[src/hdl/tdpc_pkg.sv]
// ----------------------------------------------------------------------------
// tdpc_pkg
// shared types, widths and verdict codes of the two-dimensional parity checker
// ----------------------------------------------------------------------------
package tdpc_pkg;

    localparam int MAX_SIZE = 64;
    localparam int IDX_W    = $clog2(MAX_SIZE);
    localparam int CNT_W    = $clog2(MAX_SIZE + 1);
    localparam int CFG_W    = 7;
    localparam int POS_W    = 7;

    localparam int QDEPTH   = 2;
    localparam int QPTR_W   = $clog2(QDEPTH);
    localparam int QCNT_W   = $clog2(QDEPTH + 1);

    localparam logic [CFG_W-1:0] SIZE_RESET = CFG_W'(8);

    localparam logic [1:0] VERDICT_OK      = 2'd0;
    localparam logic [1:0] VERDICT_FIX     = 2'd1;
    localparam logic [1:0] VERDICT_CORRUPT = 2'd2;

    // summary of one finished matrix, handed from front to back
    typedef struct packed {
        logic [CNT_W-1:0]    odd_rows;
        logic [POS_W-1:0]    last_row;
        logic [CNT_W-1:0]    odd_cols;
        logic [MAX_SIZE-1:0] col_par;
    } tdpc_summary_t;

endpackage

[src/hdl/two_dim_parity_checker_top.sv]
// ----------------------------------------------------------------------------
// two_dim_parity_checker_top
// two-dimensional even parity check of a square bit matrix, one bit per item
// ----------------------------------------------------------------------------
// throughput: one bit per cycle, sustained; the front accumulator takes a bit
//   every cycle while the two-entry summary queue is not full
// path: the summary of a matrix passes the queue, then the result register, before
//   its verdict is on the result ports
// reset: asynchronous, active low; matrix size back to 8, all parity state
//   cleared, queue emptied and result register marked empty, no clearing pass
// ----------------------------------------------------------------------------
module two_dim_parity_checker_top
    import tdpc_pkg::*;
(
    input  logic              clk,
    input  logic              rst_n,

    // configuration: matrix size, to be taken when idle; the block does not check
    input  logic              matrix_size_we,
    input  logic [CFG_W-1:0]  matrix_size,

    // bit stream in, queue style
    input  logic              push,
    output logic              full,
    input  logic              data_bit,

    // verdicts out, queue style
    output logic              empty,
    input  logic              pop,
    output logic [1:0]        verdict,
    output logic [POS_W-1:0]  bad_row,
    output logic [POS_W-1:0]  bad_col
);

    logic           in_valid;
    logic           sum_push;
    tdpc_summary_t  sum_data;
    logic           q_full;
    logic           q_valid;
    tdpc_summary_t  q_head;
    logic           q_pop;

    // input transaction: push while the queue has room; the full flag is the
    // queue's own full flag, so a bit ending a matrix always finds a free slot
    assign full     = q_full;
    assign in_valid = push && !q_full;

    // front: running row parity, column parity vector and odd counts
    tdpc_front u_front
    (
        .clk            (clk),
        .rst_n          (rst_n),
        .matrix_size_we (matrix_size_we),
        .matrix_size    (matrix_size),
        .in_valid       (in_valid),
        .data_bit       (data_bit),
        .sum_push       (sum_push),
        .sum_data       (sum_data)
    );

    // decoupling queue of per-matrix summaries
    tdpc_queue u_queue
    (
        .clk        (clk),
        .rst_n      (rst_n),
        .push       (sum_push),
        .push_data  (sum_data),
        .full       (q_full),
        .pop        (q_pop),
        .head_valid (q_valid),
        .head_data  (q_head)
    );

    // back: verdict decision, odd column position, result register
    tdpc_back u_back
    (
        .clk        (clk),
        .rst_n      (rst_n),
        .head_valid (q_valid),
        .head_data  (q_head),
        .head_pop   (q_pop),
        .pop        (pop),
        .empty      (empty),
        .verdict    (verdict),
        .bad_row    (bad_row),
        .bad_col    (bad_col)
    );

endmodule

[src/hdl/tdpc_front.sv]
// ----------------------------------------------------------------------------
// tdpc_front
// accumulates row and column parities and emits a summary per matrix
// ----------------------------------------------------------------------------
module tdpc_front
    import tdpc_pkg::*;
(
    input  logic                clk,
    input  logic                rst_n,
    input  logic                matrix_size_we,
    input  logic [CFG_W-1:0]    matrix_size,
    input  logic                in_valid,
    input  logic                data_bit,
    output logic                sum_push,
    output tdpc_summary_t       sum_data
);

    logic [CFG_W-1:0]    size_reg,     size_next;
    logic [IDX_W-1:0]    row_idx_reg,  row_idx_next;
    logic [IDX_W-1:0]    col_idx_reg,  col_idx_next;
    logic                row_par_reg,  row_par_next;
    logic [MAX_SIZE-1:0] col_par_reg,  col_par_next;
    logic [CNT_W-1:0]    odd_rows_reg, odd_rows_next;
    logic [POS_W-1:0]    last_row_reg, last_row_next;
    logic [CNT_W-1:0]    odd_cols_reg, odd_cols_next;

    logic [IDX_W-1:0]    last_idx;
    logic [CFG_W-1:0]    size_m1;
    logic [MAX_SIZE-1:0] col_par_upd;
    logic [CNT_W-1:0]    odd_cols_upd;
    logic [CNT_W-1:0]    odd_rows_upd;
    logic [POS_W-1:0]    last_row_upd;
    logic                row_par_upd;
    logic                row_end;
    logic                mat_end;

    // clamp the size register into 1..MAX_SIZE, as last index
    always_comb
    begin
        size_m1 = size_reg - 1'b1;
        if (size_reg == '0)
            last_idx = '0;
        else if (size_reg > CFG_W'(MAX_SIZE))
            last_idx = IDX_W'(MAX_SIZE - 1);
        else
            last_idx = size_m1[IDX_W-1:0];
    end

    always_comb
    begin
        col_par_upd  = col_par_reg ^ ({{(MAX_SIZE-1){1'b0}}, data_bit} << col_idx_reg);
        odd_cols_upd = odd_cols_reg;
        if (data_bit)
        begin
            if (col_par_reg[col_idx_reg])
                odd_cols_upd = odd_cols_reg - 1'b1;
            else
                odd_cols_upd = odd_cols_reg + 1'b1;
        end
        row_par_upd  = row_par_reg ^ data_bit;
        odd_rows_upd = odd_rows_reg + CNT_W'(row_par_upd);
        last_row_upd = row_par_upd ? (POS_W'(row_idx_reg) + 1'b1) : last_row_reg;
        row_end      = (col_idx_reg == last_idx);
        mat_end      = row_end && (row_idx_reg == last_idx);
    end

    always_comb
    begin
        size_next     = size_reg;
        row_idx_next  = row_idx_reg;
        col_idx_next  = col_idx_reg;
        row_par_next  = row_par_reg;
        col_par_next  = col_par_reg;
        odd_rows_next = odd_rows_reg;
        last_row_next = last_row_reg;
        odd_cols_next = odd_cols_reg;
        if (matrix_size_we)
        begin
            size_next     = matrix_size;
            row_idx_next  = '0;
            col_idx_next  = '0;
            row_par_next  = 1'b0;
            col_par_next  = '0;
            odd_rows_next = '0;
            last_row_next = '0;
            odd_cols_next = '0;
        end
        else if (in_valid)
        begin
            if (mat_end)
            begin
                row_idx_next  = '0;
                col_idx_next  = '0;
                row_par_next  = 1'b0;
                col_par_next  = '0;
                odd_rows_next = '0;
                last_row_next = '0;
                odd_cols_next = '0;
            end
            else if (row_end)
            begin
                row_idx_next  = row_idx_reg + 1'b1;
                col_idx_next  = '0;
                row_par_next  = 1'b0;
                col_par_next  = col_par_upd;
                odd_rows_next = odd_rows_upd;
                last_row_next = last_row_upd;
                odd_cols_next = odd_cols_upd;
            end
            else
            begin
                col_idx_next  = col_idx_reg + 1'b1;
                row_par_next  = row_par_upd;
                col_par_next  = col_par_upd;
                odd_cols_next = odd_cols_upd;
            end
        end
    end

    always_ff @(posedge clk or negedge rst_n)
    begin
        if (!rst_n)
        begin
            size_reg     <= SIZE_RESET;
            row_idx_reg  <= '0;
            col_idx_reg  <= '0;
            row_par_reg  <= 1'b0;
            col_par_reg  <= '0;
            odd_rows_reg <= '0;
            last_row_reg <= '0;
            odd_cols_reg <= '0;
        end
        else
        begin
            size_reg     <= size_next;
            row_idx_reg  <= row_idx_next;
            col_idx_reg  <= col_idx_next;
            row_par_reg  <= row_par_next;
            col_par_reg  <= col_par_next;
            odd_rows_reg <= odd_rows_next;
            last_row_reg <= last_row_next;
            odd_cols_reg <= odd_cols_next;
        end
    end

    assign sum_push          = in_valid && mat_end && !matrix_size_we;
    assign sum_data.odd_rows = odd_rows_upd;
    assign sum_data.last_row = last_row_upd;
    assign sum_data.odd_cols = odd_cols_upd;
    assign sum_data.col_par  = col_par_upd;

    // running odd column count tracks the parity vector
    a_odd_cols_match: assert property (@(posedge clk) disable iff (!rst_n)
        odd_cols_reg == CNT_W'($countones(col_par_reg)))
        else $error("odd column count out of step with column parities");

    a_col_in_range: assert property (@(posedge clk) disable iff (!rst_n)
        col_idx_reg <= last_idx || $past(matrix_size_we))
        else $error("column index beyond matrix size");

    a_clear_after_end: assert property (@(posedge clk) disable iff (!rst_n)
        sum_push |=> (col_idx_reg == '0 && row_idx_reg == '0 && col_par_reg == '0))
        else $error("accumulation not cleared after matrix end");

endmodule

[src/hdl/tdpc_queue.sv]
// ----------------------------------------------------------------------------
// tdpc_queue
// short queue of matrix summaries between front and back
// ----------------------------------------------------------------------------
module tdpc_queue
    import tdpc_pkg::*;
(
    input  logic           clk,
    input  logic           rst_n,
    input  logic           push,
    input  tdpc_summary_t  push_data,
    output logic           full,
    input  logic           pop,
    output logic           head_valid,
    output tdpc_summary_t  head_data
);

    tdpc_summary_t      entry_reg [QDEPTH];
    logic [QPTR_W-1:0]  wr_ptr_reg, wr_ptr_next;
    logic [QPTR_W-1:0]  rd_ptr_reg, rd_ptr_next;
    logic [QCNT_W-1:0]  count_reg,  count_next;

    assign full       = (count_reg == QCNT_W'(QDEPTH));
    assign head_valid = (count_reg != '0);
    assign head_data  = entry_reg[rd_ptr_reg];

    always_comb
    begin
        wr_ptr_next = wr_ptr_reg;
        rd_ptr_next = rd_ptr_reg;
        count_next  = count_reg;
        if (push)
            wr_ptr_next = (wr_ptr_reg == QPTR_W'(QDEPTH - 1)) ? '0 : wr_ptr_reg + 1'b1;
        if (pop)
            rd_ptr_next = (rd_ptr_reg == QPTR_W'(QDEPTH - 1)) ? '0 : rd_ptr_reg + 1'b1;
        if (push && !pop)
            count_next = count_reg + 1'b1;
        else if (pop && !push)
            count_next = count_reg - 1'b1;
    end

    always_ff @(posedge clk or negedge rst_n)
    begin
        if (!rst_n)
        begin
            wr_ptr_reg <= '0;
            rd_ptr_reg <= '0;
            count_reg  <= '0;
        end
        else
        begin
            wr_ptr_reg <= wr_ptr_next;
            rd_ptr_reg <= rd_ptr_next;
            count_reg  <= count_next;
        end
    end

    always_ff @(posedge clk)
    begin
        if (push)
            entry_reg[wr_ptr_reg] <= push_data;
    end

    a_no_overflow: assert property (@(posedge clk) disable iff (!rst_n)
        !(push && full))
        else $error("summary queue overflow");

    a_no_underflow: assert property (@(posedge clk) disable iff (!rst_n)
        !(pop && !head_valid))
        else $error("summary queue underflow");

endmodule

[src/hdl/tdpc_back.sv]
// ----------------------------------------------------------------------------
// tdpc_back
// turns a matrix summary into a verdict and holds it in the result register
// ----------------------------------------------------------------------------
module tdpc_back
    import tdpc_pkg::*;
(
    input  logic              clk,
    input  logic              rst_n,
    input  logic              head_valid,
    input  tdpc_summary_t     head_data,
    output logic              head_pop,
    input  logic              pop,
    output logic              empty,
    output logic [1:0]        verdict,
    output logic [POS_W-1:0]  bad_row,
    output logic [POS_W-1:0]  bad_col
);

    logic              out_valid_reg, out_valid_next;
    logic [1:0]        verdict_reg;
    logic [POS_W-1:0]  bad_row_reg;
    logic [POS_W-1:0]  bad_col_reg;

    logic [IDX_W-1:0]  pos;
    logic [1:0]        v_new;
    logic [POS_W-1:0]  r_new;
    logic [POS_W-1:0]  c_new;
    logic              load;

    // with exactly one odd column, its index is the or of all set indexes
    always_comb
    begin
        pos = '0;
        for (int k = 0; k < MAX_SIZE; k++)
        begin
            if (head_data.col_par[k])
                pos = pos | IDX_W'(k);
        end
    end

    always_comb
    begin
        v_new = VERDICT_CORRUPT;
        r_new = '0;
        c_new = '0;
        if (head_data.odd_rows == '0 && head_data.odd_cols == '0)
            v_new = VERDICT_OK;
        else if (head_data.odd_rows == CNT_W'(1) && head_data.odd_cols == CNT_W'(1))
        begin
            v_new = VERDICT_FIX;
            r_new = head_data.last_row;
            c_new = POS_W'(pos) + 1'b1;
        end
    end

    assign load     = head_valid && (!out_valid_reg || pop);
    assign head_pop = load;

    always_comb
    begin
        out_valid_next = out_valid_reg;
        if (load)
            out_valid_next = 1'b1;
        else if (pop)
            out_valid_next = 1'b0;
    end

    always_ff @(posedge clk or negedge rst_n)
    begin
        if (!rst_n)
            out_valid_reg <= 1'b0;
        else
            out_valid_reg <= out_valid_next;
    end

    always_ff @(posedge clk)
    begin
        if (load)
        begin
            verdict_reg <= v_new;
            bad_row_reg <= r_new;
            bad_col_reg <= c_new;
        end
    end

    assign empty   = !out_valid_reg;
    assign verdict = verdict_reg;
    assign bad_row = bad_row_reg;
    assign bad_col = bad_col_reg;

    a_pos_zero_unless_fix: assert property (@(posedge clk) disable iff (!rst_n)
        (out_valid_reg && verdict_reg != VERDICT_FIX) |-> (bad_row_reg == '0 && bad_col_reg == '0))
        else $error("position reported without a correctable verdict");

    a_load_fills: assert property (@(posedge clk) disable iff (!rst_n)
        load |=> out_valid_reg)
        else $error("result register not filled after load");

endmodule
[config.mk]
export PLATFORM = sky130hd
export DESIGN_NAME = two_dim_parity_checker_top
export DESIGN_NICKNAME = d
export VERILOG_FILES = /design/src/hdl/tdpc_pkg.sv /design/src/hdl/two_dim_parity_checker_top.sv /design/src/hdl/tdpc_front.sv /design/src/hdl/tdpc_queue.sv /design/src/hdl/tdpc_back.sv
export SDC_FILE = /design/constraint.sdc
export NUM_CORES = 1
export LEC_CHECK = 0
export BUFFER_PORTS_ARGS = -buffer_cell sky130_fd_sc_hd__buf_2
export CAP_MARGIN = 10
export CELL_PAD_IN_SITES_DETAIL_PLACEMENT = 1
export CELL_PAD_IN_SITES_GLOBAL_PLACEMENT = 2
export CORE_UTILIZATION = 44
export DETAILED_ROUTE_END_ITERATION = 8
export PLACE_DENSITY_LB_ADDON = 0.1
export SYNTH_ARGS = -nofsm -noshare
export SYNTH_HDL_FRONTEND = slang
export SYNTH_SLANG_ARGS = --single-unit
export TNS_END_PERCENT = 30
[constraint.sdc]
create_clock -name clk -period 7.9 [get_ports clk]
set_input_delay 1.185 -clock clk [delete_from_list [all_inputs] [get_ports clk]]
set_output_delay 1.185 -clock clk [all_outputs]
set_load 0.02 [all_outputs]
Word level (Yosys, flattened, before mapping)
Memories as Yosys holds them, arrays and structs flattened.
Index checks and enable logic that the tools add are counted.
- register bits: 126
- bits in writable memories: 170
- input bits: 13
- output and inout bits: 18
- logic and storage cells: 218
- memories: 1
- memories (memory ; words ; width ; read ports ; clocked after memory_dff ; write ports ; RTL line ; RTL):
    u_queue.entry_reg ; 2 ; 85 ; 1 ; 0 ; 1 ; tdpc_queue.sv:18 ; tdpc_summary_t entry_reg [QDEPTH];
- add/subtract/negate cells: 12
- order comparisons: 2
- equality and inequality tests: 5
- shift-type cells: 1
- multiplexer cells: 156
- bitwise operators: 2
- reduce and logical (&&, ||, !) cells: 24
- operators with widths (kind ; number):
    $mux 64 ; 9
    $mux 6 ; 55
    $mux 7 ; 37
    $mux 5 ; 16
    $shl 1x6->64 ; 1
    $xor 64x64->64 ; 1
    $mux 4 ; 8
    $logic_not 7->1 ; 3
    $mux 1 ; 19
    $add 6x1->7 const B ; 2
    $eq 7x1->1 const B ; 2
    $mux 2 ; 7
    $add 6x1->6 const B ; 2
    $eq 6x6->1 ; 2
    $mux 3 ; 4
    $logic_and 1x1->1 ; 9
    $reduce_bool 2->1 ; 4
    $add 7x1->7 ; 1
    $add 7x1->7 const B ; 1
    $gt 7x7->1 const B ; 1
    $lt 6x7->1 const B ; 1
    $sub 7x1->7 const B ; 1
    $bmux 1 s6 ; 1
    $sub 6x1->6 const B ; 1
    9 further kinds ; 14

Depth between registers and ports, before layout
An unclocked memory read counts as a cell.
- depth in word-level cells: 67
- gate-level depth with buffers: 18
- gate-level depth less buffers: 14

By module
From an unflattened synthesis, not the netlist that was laid out.
- cells, all modules: 1254
- area total of the unflattened synthesis: 14914.3 µm²
- by module, submodules not included (module ; instances ; cells an instance ; area each (µm²) ; sequential area each (µm²)):
    tdpc_front ; 1 ; 863 ; 7332.0 ; 2628.8
    tdpc_queue ; 1 ; 281 ; 6527.5 ; 5205.0
    tdpc_back ; 1 ; 109 ; 1041.0 ; 505.5
    two_dim_parity_checker_top ; 1 ; 1 ; 13.8 ; 0.0

Least setup slack after synthesis
OpenSTA, ideal clock, no wires.
- kind: register -> register
- from: register u_front.size_reg[0]
- to: memory u_queue.entry_reg[0][10] in the netlist's numbering, enable pin
- setup time: 0.527 ns
- data arrival time: 5.827 ns
- data required time: 7.373 ns
- slack: 1.546 ns
- stages on the path, launching flop included: 13
- path buffers: 3
- period minus slack after synthesis: 6.354 ns
- path through: dfrtp_1 clkbuf_1 inv_1 ha_1 nand2b_1 clkbuf_1 a21oi_1 a211o_1 a31oi_1 and3_1 buf_2 nand4_1 nor2_1
- longest elaborated chain between the ends: 10
- elaborated cells on any way between the ends: 13
- those cells by class: add/sub: 1; order compare: 1; eq/ne: 2; mux: 5; reduce/logical: 4
- ends and longest elaborated chain (item ; RTL line ; RTL):
    from (decl) ; tdpc_front.sv:18 ; logic [CFG_W-1:0] size_reg, size_next;
    from (signal assigned) ; tdpc_front.sv:135 ; size_reg <= size_next;
    $sub 6x1->6 / $gt 7x7->1 (equally long branches) ; tdpc_front.sv:40, tdpc_front.sv:43 ;
    $mux 6 ; tdpc_front.sv:43 ; else if (size_reg > CFG_W'(MAX_SIZE))
    $mux 6 ; tdpc_front.sv:41 ; if (size_reg == '0)
    $mux 6 (*) ; tdpc_front.sv:41 ;
    $eq 6x6->1, on equally long branches ; tdpc_front.sv:63, tdpc_front.sv:64 ;
    $logic_and 1x1->1 (*) ; tdpc_front.sv:64 ; mat_end = row_end && (row_idx_reg == last_idx);
    $logic_and 1x1->1 (*) (2 in series) ; tdpc_front.sv:146 ; assign sum_push = in_valid && mat_end && !matrix_size_we;
    $mux 1 (*) ; tdpc_queue.sv:60 ; if (push)
    $mux 1 (not written as such) (*) ; tdpc_queue.sv:61 ; entry_reg[wr_ptr_reg] <= push_data;
    to (decl) ; tdpc_queue.sv:18 ;
Mark *: on every way between the ends. The rest lies on a longest branch, timed or not. The select of a mux whose other input is x is not followed.

Final worst setup path
- from: register u_front.size_reg[0]
- to: memory u_queue.entry_reg[0][59] in the netlist's numbering, enable pin
Same word-level chain as after synthesis.

==> impl_metrics.env <==
export IMPL_outcome="finished with violations"
export IMPL_violations="design-rule violations"
export IMPL_cts_root_buf="clkbuf_16"
export IMPL_ant_nets=0
export IMPL_maxSlewHeadroom_pct=19.3
export IMPL_synth_compound_area_share_pct=11.5
export IMPL_die_area_um2=32300
export IMPL_crit_path_max_fanout=68
export IMPL_synth_area_per_cell_um2=12.0
export IMPL_synthMostInstantiatedCell="edfxtp_1"
export IMPL_holdWs_ns=0.467
export IMPL_antenna_found_initial=1
export IMPL_dr_first_iter_drc_count=652
export IMPL_viasPerCell=5.89
export IMPL_async_flop_share_pct=37.4
export IMPL_core_area_um2=30800
export IMPL_setup_viol=0
export IMPL_ys_seq_area_share_pct=59.6
export IMPL_ys_seq_elements=294
export IMPL_fin_setup_tns_ns=0
export IMPL_grt_usage_pct=23.6
export IMPL_ys_flop_type="edfxtp_1"
export IMPL_cts_resized=0
export IMPL_post_route_util_pct=50.1
export IMPL_vias=9360
export IMPL_final_max_slew_violation_count=0
export IMPL_syn_num_nets=1185
export IMPL_cts_setup_buffers=0
export IMPL_yosysTopAreaCell="edfxtp_1"
export IMPL_cts_tree="done"
export IMPL_wirelength_um=37800
export IMPL_ys_types=77
export IMPL_synthAdderAreaFrac_pct=1.32
export IMPL_first_global_vias=9590
export IMPL_dpl_worst_slack_ns=3.21
export IMPL_hold_viol_final=0
export IMPL_clk_latency_ns=0.55
export IMPL_period_needed_ns=4.60
export IMPL_cts_buffer_depth=3
export IMPL_cts_made_buffers=31
export IMPL_endpoint_kind="flip-flop"
export IMPL_fin_worst_skew_ns=0.00882
export IMPL_grt_pass1_wl_um=58500
export IMPL_ir_drop_mv=0.171
export IMPL_synthXorXnorAreaFrac_pct=6.28
export IMPL_synth_area_um2=13900
export IMPL_gp_congestion=0.815
export IMPL_hp_class="flip-flop to flip-flop"
export IMPL_area_growth_pct=11.2
export IMPL_nFillCells=3181
export IMPL_slowest_stage="buf_4"
export IMPL_muxShareOfSynthArea_pct=3.76
export IMPL_layout_drive_gt1_share_pct=11.3
export IMPL_p_leak_nw=5.79
export IMPL_multi_input_area_um2=5240
export IMPL_wl_per_cell_um=23.8
export IMPL_die_w_um=180
export IMPL_die_h_um=180
export IMPL_cts_hold_buf=0
export IMPL_synth_cells=1158
export IMPL_power_mw=3.90
export IMPL_worst_pin_slew_ns=1.20
export IMPL_fin_nets=1194
export IMPL_seqCellArea_um2=8280
export IMPL_start_kind="flip-flop"
export IMPL_port_buffers=30
export IMPL_synth_top_family_by_area="simple AND/OR/NAND/NOR gates"
export IMPL_synth_top_cells_by_count="184 x edfxtp_1, 109 x dfrtp_1, 98 x nor2_1"
export IMPL_start_util_pct=45.0
export IMPL_globalRouteOverflowTotal=0
export IMPL_path_cells="inv_1, ha_1, nand2b_1, o22ai_1, a21oi_1, o211ai_1, and3_1, nand4_1, nor2_4, buf_4"
export IMPL_ys_warnings_count=0
export IMPL_maxCapViolations=0
export IMPL_worst_setup_path_type="flip-flop to flip-flop"
export IMPL_power_density_nw_per_um2=253
export IMPL_fmax_mhz=217
export IMPL_rows=64
export IMPL_hpwl_um=26600
export IMPL_drc=12
export IMPL_cts_htree_levels=1
export IMPL_synth_edf_count=184
export IMPL_largest_reg_flops=168
export IMPL_rsz0062_at_grt="false"
export IMPL_grt_max_degree=71
export IMPL_period_share_pct=58.3
export IMPL_arrival_ns=4.78
export IMPL_synthSimpleGateAreaFrac_pct=14.7
export IMPL_clk_pin_slew_ns=0.06
export IMPL_synth_top_area_share_pct=39.8
export IMPL_first_pass_iters=9
export IMPL_synth_area_top_cells="edfxtp_1 40%, dfrtp_1 20%, a22o_1 4.5%, xor2_1 3.2%, xnor2_1 3.0%"
export IMPL_setup_slack_ns=3.30
export IMPL_slowest_delay_ns=0.80
export IMPL_ios=31
export IMPL_clock_sinks=294
export IMPL_cp_data_required_time_ns=8.07
## through the flow
stage	instance area, µm²	std cells
finish	15400	1590
global route	15400	1588
detailed placement	14400	1530
global placement	14400	1530
CTS	15400	1588
floorplan	13900	1158
## layout by cell type, fill, tap and decap left out, types with 6 or more instances in the layout
cell type	Yosys	final
mux4_2	8	8
nor3_1	50	50
clkinv_2	0	6
dfrtp_1	109	108
mux2_2	9	9
nand4_1	13	13
edfxtp_1	184	184
a22o_1	71	71
o22ai_1	9	9
xor2_1	50	50
nor2b_1	8	8
nand2b_1	18	18
mux2i_1	24	24
nand3b_1	7	7
or4_1	6	6
nor4_1	26	26
nand3_1	37	37
a31oi_1	6	6
inv_1	24	24
xnor2_1	47	47
nor2_1	98	96
nand2_1	93	93
a21oi_1	35	35
nor3b_1	13	13
buf_2	18	29
o21ai_0	27	27
or2_2	6	6
clkbuf_16	0	32
ha_1	13	13
buf_4	1	15
## kinds of logic (layout without fill, tap and decap cells)
logic type,after synthesis,in the layout
other,0,2
buffers and inverters,92,126
multiplexers,41,41
XOR/XNOR,98,98
AO/OA/AOI/OAI,211,211
flip-flops,294,294
adder cells (fa/ha/maj),14,14
AND/OR/NAND/NOR,408,408
## area by class of cell
cell class / instances / share of cell area, %
Sequential cell: 294 / 53.6
Multi-Input combinational cell: 772 / 33.9
Clock buffer: 40 / 5.71
Tap cell: 396 / 3.21
Timing Repair Buffer: 44 / 1.67
Clock inverter: 18 / 1.22
Inverter: 24 / 0.584
Antenna cell: 2 / 0.0324
## report_power, final
part	internal, mW	switching, mW
Sequential	1.71	0.0954
Combinational	0.206	0.401
Clock	0.886	0.604
Total	2.80	1.10
## layer usage
| metal | global-route usage (%) | wire (µm) |
|---|---|---|
| met3 | 2.90 | 1590 |
| met1 | 35.9 | 18800 |
| met2 | 36.8 | 17000 |
| met5 | 0 | 0 |
| met4 | 3.62 | 401 |
## critical path, delay by kind of cell (launching register included)
family	cells	cell delay, ns
AND/OR/NAND/NOR	4	1.48
buffers and inverters	2	1.02
AO/OA/AOI/OAI	3	0.62
adder cells (fa/ha/maj)	1	0.54
flip-flops	1	0.50
## worst paths after layout
kind                                          from                  endpoint  slack (ns)  cells past startpoint
min in group asynchronous                    rst_n   u_front.col_par_reg[54]        0.69                      1
max reg2reg                    u_front.size_reg[0]  u_queue.entry_reg[0][59]        3.30                     10
max in group asynchronous                    rst_n    u_front.col_idx_reg[0]        5.87                      2
max                            u_front.size_reg[0]  u_queue.entry_reg[0][59]        3.30                     10
min reg2reg                u_front.last_row_reg[3]   u_front.last_row_reg[3]        0.47                      2
min                        u_front.last_row_reg[3]   u_front.last_row_reg[3]        0.47                      2
(Power assumes the default switching activity.)
